**config.mk**
```make
export PLATFORM = sky130hd
export DESIGN_NAME = bezier_shaped_error_controller_unit
export DESIGN_NICKNAME = d
export VERILOG_FILES = /design/src/hw/rtl/bsec_pkg.sv /design/src/hw/rtl/bsec_regs.sv /design/src/hw/rtl/bsec_blend.sv /design/src/hw/rtl/bezier_shaped_error_controller_unit.sv
export SDC_FILE = /design/constraint.sdc
export NUM_CORES = 2
export LEC_CHECK = 0
export BUFFER_PORTS_ARGS = -buffer_cell sky130_fd_sc_hd__buf_4
export CAP_MARGIN = 20
export CELL_PAD_IN_SITES_DETAIL_PLACEMENT = 1
export CELL_PAD_IN_SITES_GLOBAL_PLACEMENT = 1
export CORE_ASPECT_RATIO = 1.5
export CORE_MARGIN = 10
export CORE_UTILIZATION = 46
export CTS_CLUSTER_SIZE = 25
export DETAILED_ROUTE_END_ITERATION = 10
export PLACE_DENSITY = 0.75
export SLEW_MARGIN = 20
export SYNTH_ARGS = -nofsm -noshare
export SYNTH_HDL_FRONTEND = slang
export SYNTH_HIERARCHICAL = 1
export SYNTH_SLANG_ARGS = --single-unit
```
**constraint.sdc**
```tcl
create_clock -name clk -period 9.8 [get_ports clk]
set_input_delay 0 -clock clk [delete_from_list [all_inputs] [get_ports clk]]
set_output_delay 0 -clock clk [all_outputs]
set_load 0.1 [all_outputs]
```
**src/hw/rtl/bsec_pkg.sv**
```systemverilog
// ----------------------------------------------------------------------------
// bsec_pkg
// Types, constants and helpers of the bezier shaped error controller.
// ----------------------------------------------------------------------------
package bsec_pkg;

	localparam int DATA_WIDTH      = 32;
	localparam int NUM_POINT_REGS  = 6;
	localparam int MAX_POINTS_DEF  = 6;
	localparam int T_ITER_DEF      = 16;
	localparam int FRAC_BITS_DEF   = 16;
	localparam int PADDR_W         = 6;
	localparam int PDATA_W         = 64;
	localparam int REG_IDX_W       = 3;

	localparam logic [REG_IDX_W-1:0] REG_CURVE_ORDER = 3'd0;
	localparam logic [REG_IDX_W-1:0] REG_POINT0      = 3'd1;
	localparam logic [REG_IDX_W-1:0] REG_POINT5      = 3'd6;
	localparam logic [REG_IDX_W-1:0] REG_OUT_LIMIT   = 3'd7;

	localparam logic [2:0]  CURVE_ORDER_RST = 3'd3;
	localparam logic [30:0] OUT_LIMIT_RST   = 31'h7fff_ffff;

	typedef struct packed {
		logic [2:0]                         curve_order;
		logic [NUM_POINT_REGS-1:0][63:0]    point;
		logic [30:0]                        out_limit;
	} cfg_t;

	typedef enum logic [2:0] {
		S_IDLE,
		S_PREP,
		S_LOAD,
		S_MUL,
		S_ADD,
		S_CMP,
		S_OUT
	} state_t;

	// which = 0 selects x (low half), 1 selects y (high half)
	function automatic logic signed [DATA_WIDTH-1:0] coord(cfg_t c, logic [2:0] idx,
			logic which);
		logic [63:0] p;
		p = c.point[idx];
		return which ? $signed(p[63:32]) : $signed(p[31:0]);
	endfunction

endpackage

```
**src/hw/rtl/bsec_regs.sv**
```systemverilog
// ----------------------------------------------------------------------------
// bsec_regs
// Configuration register file behind the APB-style port.
// ----------------------------------------------------------------------------
module bsec_regs (
	input  logic                           clk,
	input  logic                           arst_n,
	input  logic                           psel,
	input  logic                           penable,
	input  logic                           pwrite,
	input  logic [bsec_pkg::PADDR_W-1:0]   paddr,
	input  logic [bsec_pkg::PDATA_W-1:0]   pwdata,
	output logic [bsec_pkg::PDATA_W-1:0]   prdata,
	output logic                           pready,
	output bsec_pkg::cfg_t                 cfg
);
	import bsec_pkg::*;

	cfg_t                  cfg_q;
	logic [REG_IDX_W-1:0]  idx;
	logic                  wr_en;

	assign idx    = paddr[PADDR_W-1:PADDR_W-REG_IDX_W];
	assign pready = 1'b1;
	assign wr_en  = psel & penable & pwrite & pready;
	assign cfg    = cfg_q;

	always_ff @(posedge clk or negedge arst_n) begin
		if (!arst_n) begin
			cfg_q.curve_order <= CURVE_ORDER_RST;
			cfg_q.point       <= '0;
			cfg_q.out_limit   <= OUT_LIMIT_RST;
		end else if (wr_en) begin
			case (idx) inside
				REG_CURVE_ORDER: cfg_q.curve_order <= pwdata[2:0];
				[REG_POINT0:REG_POINT5]: cfg_q.point[idx - REG_POINT0] <= pwdata;
				REG_OUT_LIMIT: cfg_q.out_limit <= pwdata[30:0];
				default: ;
			endcase
		end
	end

	always_comb begin
		prdata = '0;
		case (idx) inside
			REG_CURVE_ORDER: prdata = {61'd0, cfg_q.curve_order};
			[REG_POINT0:REG_POINT5]: prdata = cfg_q.point[idx - REG_POINT0];
			REG_OUT_LIMIT: prdata = {33'd0, cfg_q.out_limit};
			default: prdata = '0;
		endcase
	end

endmodule

```
**src/hw/rtl/bsec_blend.sv**
```systemverilog
// ----------------------------------------------------------------------------
// bsec_blend
// Shared de Casteljau blend unit: a + trunc((b - a) * t), product registered on en.
// ----------------------------------------------------------------------------
module bsec_blend #(
	parameter int FRAC_BITS = bsec_pkg::FRAC_BITS_DEF
) (
	input  logic                                   clk,
	input  logic                                   en,
	input  logic signed [bsec_pkg::DATA_WIDTH-1:0] a,
	input  logic signed [bsec_pkg::DATA_WIDTH-1:0] b,
	input  logic [FRAC_BITS:0]                     t,
	output logic signed [bsec_pkg::DATA_WIDTH-1:0] res
);
	import bsec_pkg::*;

	logic signed [DATA_WIDTH:0]            d;
	logic [DATA_WIDTH:0]                   d_abs;
	logic [DATA_WIDTH+FRAC_BITS:0]         full;
	logic [DATA_WIDTH:0]                   prod_s1;
	logic                                  neg_s1;
	logic signed [DATA_WIDTH-1:0]          a_s1;
	logic signed [DATA_WIDTH+1:0]          sum;

	always_comb begin
		d     = $signed({b[DATA_WIDTH-1], b}) - $signed({a[DATA_WIDTH-1], a});
		d_abs = d[DATA_WIDTH] ? (DATA_WIDTH+1)'(-d) : (DATA_WIDTH+1)'(d);
		full  = d_abs[DATA_WIDTH-1:0] * t;
	end

	always_ff @(posedge clk) begin
		if (en) begin
			prod_s1 <= full[DATA_WIDTH+FRAC_BITS:FRAC_BITS];
			neg_s1  <= d[DATA_WIDTH];
			a_s1    <= a;
		end
	end

	always_comb begin
		if (neg_s1)
			sum = (DATA_WIDTH+2)'(a_s1) - $signed({1'b0, prod_s1});
		else
			sum = (DATA_WIDTH+2)'(a_s1) + $signed({1'b0, prod_s1});
		res = sum[DATA_WIDTH-1:0];
	end

endmodule

```
**src/hw/rtl/bezier_shaped_error_controller_unit.sv**
```systemverilog
// ----------------------------------------------------------------------------
// bezier_shaped_error_controller_unit
// Error to drive through a Bezier gain curve, bisection on t, shared blend unit.
// ----------------------------------------------------------------------------
// channel   dir   handshake          payload
// s_*       in    tvalid/tready      reference, feedback
// m_*       out   tvalid/tready      drive, error_value
// apb       in    psel/penable       register write/read, pready tied high
//
// one curve evaluation runs S_LOAD, then S_MUL and S_ADD for each blend, and a
// final S_MUL pass; each of the T_ITERATIONS bisection steps adds an S_CMP state;
// a transaction passes S_PREP, the bisection, a y evaluation at hi and S_OUT
// s_tready is high only in idle; a finished result waits in the output
// register, a new transaction is taken while it waits
// reset is asynchronous and clears the sequencer and the output valid
// ----------------------------------------------------------------------------
module bezier_shaped_error_controller_unit #(
	parameter int MAX_POINTS   = bsec_pkg::MAX_POINTS_DEF,
	parameter int T_ITERATIONS = bsec_pkg::T_ITER_DEF,
	parameter int FRAC_BITS    = bsec_pkg::FRAC_BITS_DEF
) (
	input  logic                           clk,
	input  logic                           arst_n,
	input  logic                           s_tvalid,
	output logic                           s_tready,
	input  logic [63:0]                    s_tdata,   // reference, feedback
	output logic                           m_tvalid,
	input  logic                           m_tready,
	output logic [63:0]                    m_tdata,   // drive, error_value
	input  logic                           psel,
	input  logic                           penable,
	input  logic                           pwrite,
	input  logic [bsec_pkg::PADDR_W-1:0]   paddr,
	input  logic [bsec_pkg::PDATA_W-1:0]   pwdata,
	output logic [bsec_pkg::PDATA_W-1:0]   prdata,
	output logic                           pready
);
	import bsec_pkg::*;

	localparam int LEN_W = $clog2(MAX_POINTS + 1);
	localparam int IT_W  = $clog2(T_ITERATIONS);
	localparam logic [FRAC_BITS:0] T_ONE = (FRAC_BITS+1)'(1) << FRAC_BITS;

	cfg_t   cfg;
	state_t state_q, state_d;

	logic signed [DATA_WIDTH-1:0] ref_q, fbk_q, err_q;
	logic signed [DATA_WIDTH:0]   mag_q;
	logic                         neg_q;
	logic [FRAC_BITS:0]           lo_q, hi_q, t_q;
	logic [IT_W-1:0]              iter_q;
	logic                         eval_y_q;
	logic [LEN_W-1:0]             len_q, pos_q;
	logic signed [DATA_WIDTH-1:0] w_q [MAX_POINTS];
	logic                         m_valid_q;
	logic [63:0]                  m_data_q;

	logic [2:0]                   deg;
	logic                         s_acc, blend_en, out_load, last_step, below;
	logic signed [DATA_WIDTH-1:0] blend_res, xlast, err_w;
	logic signed [DATA_WIDTH:0]   err_x, mag_w, xl_x;
	logic signed [DATA_WIDTH+1:0] drv_x, lim_x;
	logic [FRAC_BITS+1:0]         mid_sum;
	logic [LEN_W-1:0]             wr_idx;

	bsec_regs u_regs (
		.clk     (clk),
		.arst_n  (arst_n),
		.psel    (psel),
		.penable (penable),
		.pwrite  (pwrite),
		.paddr   (paddr),
		.pwdata  (pwdata),
		.prdata  (prdata),
		.pready  (pready),
		.cfg     (cfg)
	);

	bsec_blend #(.FRAC_BITS(FRAC_BITS)) u_blend (
		.clk (clk),
		.en  (blend_en),
		.a   (w_q[0]),
		.b   (w_q[1]),
		.t   (t_q),
		.res (blend_res)
	);

	assign deg = (cfg.curve_order > 3'(MAX_POINTS - 1)) ? 3'(MAX_POINTS - 1)
		: cfg.curve_order;
	assign xlast     = coord(cfg, deg, 1'b0);
	assign s_acc     = s_tvalid & s_tready;
	assign last_step = (pos_q == len_q - LEN_W'(2));
	assign wr_idx    = last_step ? len_q - LEN_W'(2) : len_q - LEN_W'(1);
	assign below     = $signed({w_q[0][DATA_WIDTH-1], w_q[0]}) < mag_q;
	assign mid_sum   = {1'b0, lo_q} + {1'b0, hi_q};
	assign m_tvalid  = m_valid_q;
	assign m_tdata   = m_data_q;

	// saturated error and clamped magnitude
	always_comb begin
		err_x = $signed({ref_q[DATA_WIDTH-1], ref_q}) - $signed({fbk_q[DATA_WIDTH-1], fbk_q});
		if (err_x[DATA_WIDTH] != err_x[DATA_WIDTH-1])
			err_w = err_x[DATA_WIDTH] ? {1'b1, {(DATA_WIDTH-1){1'b0}}}
				: {1'b0, {(DATA_WIDTH-1){1'b1}}};
		else
			err_w = err_x[DATA_WIDTH-1:0];
		mag_w = err_w[DATA_WIDTH-1] ? -(DATA_WIDTH+1)'(err_w) : (DATA_WIDTH+1)'(err_w);
		xl_x  = (DATA_WIDTH+1)'(xlast);
		if (mag_w > xl_x)
			mag_w = xl_x[DATA_WIDTH] ? -xl_x : xl_x;
	end

	// sign and limit
	always_comb begin
		drv_x = neg_q ? -(DATA_WIDTH+2)'(w_q[0]) : (DATA_WIDTH+2)'(w_q[0]);
		lim_x = (DATA_WIDTH+2)'({1'b0, cfg.out_limit});
		if (drv_x > lim_x)
			drv_x = lim_x;
		else if (drv_x < -lim_x)
			drv_x = -lim_x;
	end

	always_comb begin
		state_d = state_q;
		case (state_q)
			S_IDLE: if (s_acc) state_d = S_PREP;
			S_PREP: state_d = S_LOAD;
			S_LOAD: state_d = S_MUL;
			S_MUL: begin
				if (len_q == LEN_W'(1))
					state_d = eval_y_q ? S_OUT : S_CMP;
				else
					state_d = S_ADD;
			end
			S_ADD: state_d = S_MUL;
			S_CMP: state_d = S_LOAD;
			S_OUT: if (!m_valid_q || m_tready) state_d = S_IDLE;
			default: state_d = S_IDLE;
		endcase
	end

	always_comb begin
		s_tready = 1'b0;
		blend_en = 1'b0;
		out_load = 1'b0;
		case (state_q)
			S_IDLE: s_tready = 1'b1;
			S_MUL:  blend_en = (len_q != LEN_W'(1));
			S_OUT:  out_load = !m_valid_q || m_tready;
			default: ;
		endcase
	end

	always_ff @(posedge clk or negedge arst_n) begin
		if (!arst_n) begin
			state_q   <= S_IDLE;
			m_valid_q <= 1'b0;
		end else begin
			state_q <= state_d;
			if (out_load)
				m_valid_q <= 1'b1;
			else if (m_tready)
				m_valid_q <= 1'b0;
		end
	end

	always_ff @(posedge clk) begin
		if (out_load)
			m_data_q <= {err_q, drv_x[DATA_WIDTH-1:0]};
		case (state_q)
			S_IDLE: begin
				if (s_acc) begin
					ref_q <= s_tdata[31:0];
					fbk_q <= s_tdata[63:32];
				end
			end
			S_PREP: begin
				err_q    <= err_w;
				neg_q    <= err_w[DATA_WIDTH-1];
				mag_q    <= mag_w;
				lo_q     <= '0;
				hi_q     <= T_ONE;
				iter_q   <= '0;
				eval_y_q <= 1'b0;
			end
			S_LOAD: begin
				t_q   <= eval_y_q ? hi_q : mid_sum[FRAC_BITS+1:1];
				len_q <= LEN_W'(deg) + LEN_W'(1);
				pos_q <= '0;
				for (int j = 0; j < MAX_POINTS; j++)
					w_q[j] <= coord(cfg, 3'(j), eval_y_q);
			end
			S_ADD: begin
				for (int j = 0; j < MAX_POINTS; j++) begin
					if (LEN_W'(j) == wr_idx)
						w_q[j] <= blend_res;
					else if (last_step && j + 2 < MAX_POINTS)
						w_q[j] <= w_q[(j + 2 < MAX_POINTS) ? j + 2 : j];
					else if (!last_step && j + 1 < MAX_POINTS)
						w_q[j] <= w_q[(j + 1 < MAX_POINTS) ? j + 1 : j];
				end
				if (last_step) begin
					len_q <= len_q - LEN_W'(1);
					pos_q <= '0;
				end else begin
					pos_q <= pos_q + LEN_W'(1);
				end
			end
			S_CMP: begin
				if (below)
					lo_q <= t_q;
				else
					hi_q <= t_q;
				iter_q <= iter_q + IT_W'(1);
				if (iter_q == IT_W'(T_ITERATIONS - 1))
					eval_y_q <= 1'b1;
			end
			default: ;
		endcase
	end

endmodule

```
# ---- After elaboration in Yosys (flattened, before gate mapping)
# Memory sizes are Yosys's and may differ from the RTL's.
# Index checks and enable logic that the tools add are counted.
# Widths: inputs -> output; s select.
dict set report totals {
  reg_bits 743
  mem_bits_rw 192
  input_bits 141
  output_inout_bits 131
  elab_cells 233
  n_memories 1
}
# name depth word_bits read_ports rd_clocked_by_memory_dff write_ports line_no
set memory_table {}
lappend memory_table {w_q 6 32 6 0 6 bezier_shaped_error_controller_unit.sv:54} ;# logic signed [DATA_WIDTH-1:0] w_q [MAX_POINTS];
dict set report classes {
  n_addsub 16
  multipliers 1
  n_lt_le_gt_ge 10
  eq_ne 23
  mux 114
  bitwise_logic 20
  n_reduce_logical 21
}
# op n
set ops {}
lappend ops {{$mux 32} 27}
lappend ops {{$bmux 64 s3} 2}
lappend ops {{$bwmux 384} 1}
lappend ops {{$mux 64} 4}
lappend ops {{$demux 64 s3} 1}
lappend ops {{$mux 33} 3}
lappend ops {{$pmux 17 s2} 2}
lappend ops {{$neg 32->33} 2}
lappend ops {{$sub 32x32->33} 2}
lappend ops {{$mux 31} 2}
lappend ops {{$mux 1} 55}
lappend ops {{$mux 17} 3}
lappend ops {{$mul 32x17->48} 1}
lappend ops {{$gt 34x32->1} 1}
lappend ops {{$lt 34x34->1} 1}
lappend ops {{$mux 34} 1}
lappend ops {{$neg 31->34} 1}
lappend ops {{$neg 32->34} 1}
lappend ops {{$gt 33x32->1} 1}
lappend ops {{$lt 32x33->1} 1}
lappend ops {{$add 32x32->32} 1}
lappend ops {{$neg 32->32} 1}
lappend ops {{$sub 32x32->32} 1}
lappend ops {{$add 17x17->18} 1}
lappend ops {{other kinds (37)} 89}

# ---- Longest topological paths before layout
dict set report logic_depth {
  word_depth 10
  depth_mapped 41
  mapped_depth_nobuf 39
}

# ---- Modules after synthesis
# The synthesis kept the hierarchy.
# mod n_inst cells_each area_each_um2 seq_area_each_um2
set by_module_without_submodules {}
lappend by_module_without_submodules {bezier_shaped_error_controller_unit 1 3230 32799.0 13523.0}
lappend by_module_without_submodules {bsec_blend 1 2638 23189.7 1951.9}
lappend by_module_without_submodules {bsec_regs 1 1380 19162.1 10501.3}

# ---- Worst setup path after synthesis
# No wires, ideal clock.
dict set report synth_path {
  path_kind {flip-flop to flip-flop}
  start {mem w_q[0][0]}
  end {reg u_blend.prod_s1[17], data pin}
  setup_ns 0.259
  arrival_ns 9.195
  required_time_ns 9.541
  setup_slack_ns 0.346
  path_stages_with_launch 38
  n_path_buf 2
  synth_period_minus_slack_ns 9.454
  cell_sequence {edfxtp_1 > ha_1 > fa_1 > nand2b_1 > a211oi_4 > o2111a_2 > nor3_4 > o21ai_1 > a31oi_1 > o21bai_1 > a31o_2 > buf_2 > nor2_1 > xnor2_1 > clkbuf_1 > nand2_1 > fa_1 > inv_1 > [2 not listed] > inv_1 > fa_1 > fa_1 > inv_1 > fa_1 > ha_1 > a21o_1 > a21o_1 > a21oi_1 > o211ai_1 > a311oi_1 > o31ai_1 > a41o_1 > and2_1 > o21a_1 > or2_2 > a21oi_1 > xnor2_1}
}
# element line_no
set synth_lines {}
lappend synth_lines {{from (decl)} bezier_shaped_error_controller_unit.sv:54}
lappend synth_lines {{to (signal assigned)} bsec_blend.sv:33} ;# prod_s1 <= full[DATA_WIDTH+FRAC_BITS:FRAC_BITS];
lappend synth_lines {{to (decl)} bsec_blend.sv:20} ;# logic [DATA_WIDTH:0] prod_s1;

==> flow_metrics.tcl <==
set metrics [dict create \
    ios 272 \
    grt_pass1_wl_mm 432 \
    hold_class "input port to flop" \
    drive_gt1_share_pct 18.1 \
    synth.most_common_cell "nand2_1" \
    grt-ovfl-total 0 \
    critPathMaxStageDelay_ns 0.55 \
    ys_warn_count 6 \
    min_path_cells 4 \
    hold_viol_final 0 \
    grtUsageTotal_pct 31.8 \
    clkSinkCount 934 \
    grt_max_degree 160 \
    critical_path_arrival_ns 10.10 \
    root_buffer "clkbuf_16" \
    n_fill_cell 17359 \
    drtIter0Drc 4358 \
    yosys.area.top_type "edfxtp_1" \
    hpwlAfterDp_mm 210 \
    critPathLaunchType "flop" \
    nNetsFinal 8672 \
    cts_tree "yes" \
    clock_path_buffers 3 \
    drcViolationCount 0 \
    reg2regPathDepth 38 \
    synth_top_area_share_pct 20.5 \
    worstSetupPathType "flop to flop" \
    final.setup.tns_ns 0 \
    status "finished, final reports clean" \
    synth_area_mm2 0.0752 \
    core_area_mm2 0.162 \
    synthesis.instances 7248 \
    fin_crit_sh_pct 98.0 \
    drv_slew 0 \
    routed_wl_mm 292 \
    ys_types 119 \
    slowest_stage "fa_1" \
    die_x_um 350 \
    fp-row-count 181 \
    drtPass1Iterations 5 \
    yosys-top-cells-area "edfxtp_1 (20%), dfrtp_1 (13%), fa_1 (12%), mux2_2 (6.8%), mux2i_1 (6.6%)" \
    dieHeight_um 515 \
    wl_per_cell_um 29.5 \
    vias 61296 \
    grt_pass1_vias 67247 \
    synth.top_cells.by_count "nand2_1 (744), inv_1 (743), edfxtp_1 (512)" \
    clkLatencyLatePin_ns 0.77 \
    synth-seq-cells 934 \
    synthArstFlopShare_pct 45.2 \
    antenna_found_initial 14 \
    finalSetupViolCount 0 \
    syn_area_per_cell_um2 10.4 \
    cp.required_ns 10.30 \
    finalWeightedCongestion 0.978 \
    synth_edf_count 512 \
    portBuffers 267 \
    skew_ns 0.0845 \
    synth_top_flop_cell "edfxtp_1" \
    vias_per_cell 6.19 \
    htreeDepth 3 \
    clk_pin_slew_ns 0.07 \
    crit_top_cell "fa_1" \
    ys_seq_area_share_pct 34.6 \
    dieArea_mm2 0.180 \
    cap_violations 0 \
    area.growth.synth_to_final_pct 15.1 \
    clock.fmax_ghz 0.104 \
    cp-end-kind "flop" \
    postRouteAntennaNets 0 \
    slew_headroom_pct 10.2 \
    cts_buffers 92 \
    worstMarginPinSlew_ns 1.33 \
    critPathMaxFanout 11 \
    final.min_clock_period_ns 9.60 \
    initial_core_util_pct 46.3 \
]
## repair_timing
action / 4_1_cts / 5_1_grt
hold buffers: 197 / 0
endpoints found under the setup margin: 17 / 47
pin swaps: 14 / 39
gates resized for setup: 21 / 75
setup buffers: 10 / 21
endpoints found under the hold margin: 620 / 0
gates cloned: 1 / 0
## routing by layer
layer / vias to the layer above / routed length (µm) / track usage, %
met5: - / 45 / 0
met4: 8 / 28900 / 26.2
met3: 937 / 17800 / 5.00
met2: 2504 / 144000 / 55.2
met1: 31546 / 101000 / 33.9
li1: 26301 / - / -
## worst paths after layout
kind,to,slack (ns),start
worst min-delay path,u_regs/cfg[349],0.02,pwrite
min in group asynchronous,u_regs/cfg[321],0.43,arst_n
worst max register to register,u_blend/prod_s1[17],0.20,w_q[1][0]
max in group asynchronous,u_regs/cfg[339],7.04,arst_n
worst min register to register,m_tdata[55],0.42,err_q[23]
worst max-delay path,u_blend/prod_s1[17],0.20,w_q[1][0]
## layout make-up
| class | instances | area [µm²] | area share [%] |
|---|---|---|---|
| antenna | 11 | 27.5 | 0.0318 |
| tap | 2104 | 2630 | 3.04 |
| multi-input combinational | 5176 | 45400 | 52.5 |
| clock inverter | 40 | 584 | 0.676 |
| inverter | 746 | 2800 | 3.24 |
| clock buffer | 131 | 2580 | 2.98 |
| timing repair buffer | 756 | 6450 | 7.46 |
| sequential | 934 | 26000 | 30.0 |
## cell usage in the layout (no fill, tap or decap), types with 76 or more instances in the layout
cell,instances
a21o_1,88
a21oi_1,204
and2_1,237
buf_4,532
clkbuf_16,95
dfrtp_1,388
dlygate4sd3_1,196
edfxtp_1,512
fa_1,444
ha_1,369
inv_1,741
mux2_2,455
mux2i_1,493
nand2_1,742
nor2_1,255
nor2b_1,82
nor3_1,76
o211ai_1,200
o21ai_0,314
xnor2_1,184
xor2_1,83
## logic make-up after synthesis
logic type      synth area share [%]
buf+inv                         5.91
flops                           34.6
simple gates                    11.4
compound gates                  11.6
fa+ha+maj                       18.2
other cells                  0.00999
mux                             14.9
xor+xnor                        3.40
## state kept, by name (all words and copies together) (netlist names)
name / flops
err_q: 32
eval_y_q: 1
fbk_q: 32
hi_q: 17
iter_q: 4
len_q: 3
lo_q: 17
m_tdata: 64
m_tvalid: 1
mag_q: 33
pos_q: 3
ref_q: 32
state_q: 3
t_q: 17
u_blend/a_s1: 32
u_blend/neg_s1: 1
u_blend/prod_s1: 32
u_regs/cfg: 418
w_q: 192
## worst max-delay path, delay by kind of cell (launching register included)
kind / cells / cell delay, ns
adder cells (fa/ha/maj): 9 / 3.85
AO/OA/AOI/OAI: 12 / 2.57
AND/OR/NAND/NOR: 7 / 1.37
buffers and inverters: 8 / 0.94
flip-flops: 1 / 0.36
XOR/XNOR: 2 / 0.27
## stage by stage
| stage | setup slack (ns) | hold WS [ns] | cells | utilization, % | cell area [µm²] |
|---|---|---|---|---|---|
| 2_1_floorplan | 0.346 | -0.296 | 7249 | - | 75200 |
| 5_1_grt | -0.119 | 0.0348 | 9892 | 53.3 | 86500 |
| 3_3_place_gp | -0.459 | 0.178 | 9486 | 49.6 | 80500 |
| 4_1_cts | 0.00870 | 0.000919 | 9865 | 52.9 | 85900 |
| 6_report | 0.198 | 0.0234 | 9898 | 53.3 | 86500 |
| 3_5_place_dp | -0.704 | 0.179 | 9486 | 49.6 | 80600 |
Power is left out: the tool's default activity adds up to more than one toggle a clock period on the data nets, which glitch-free logic cannot reach.
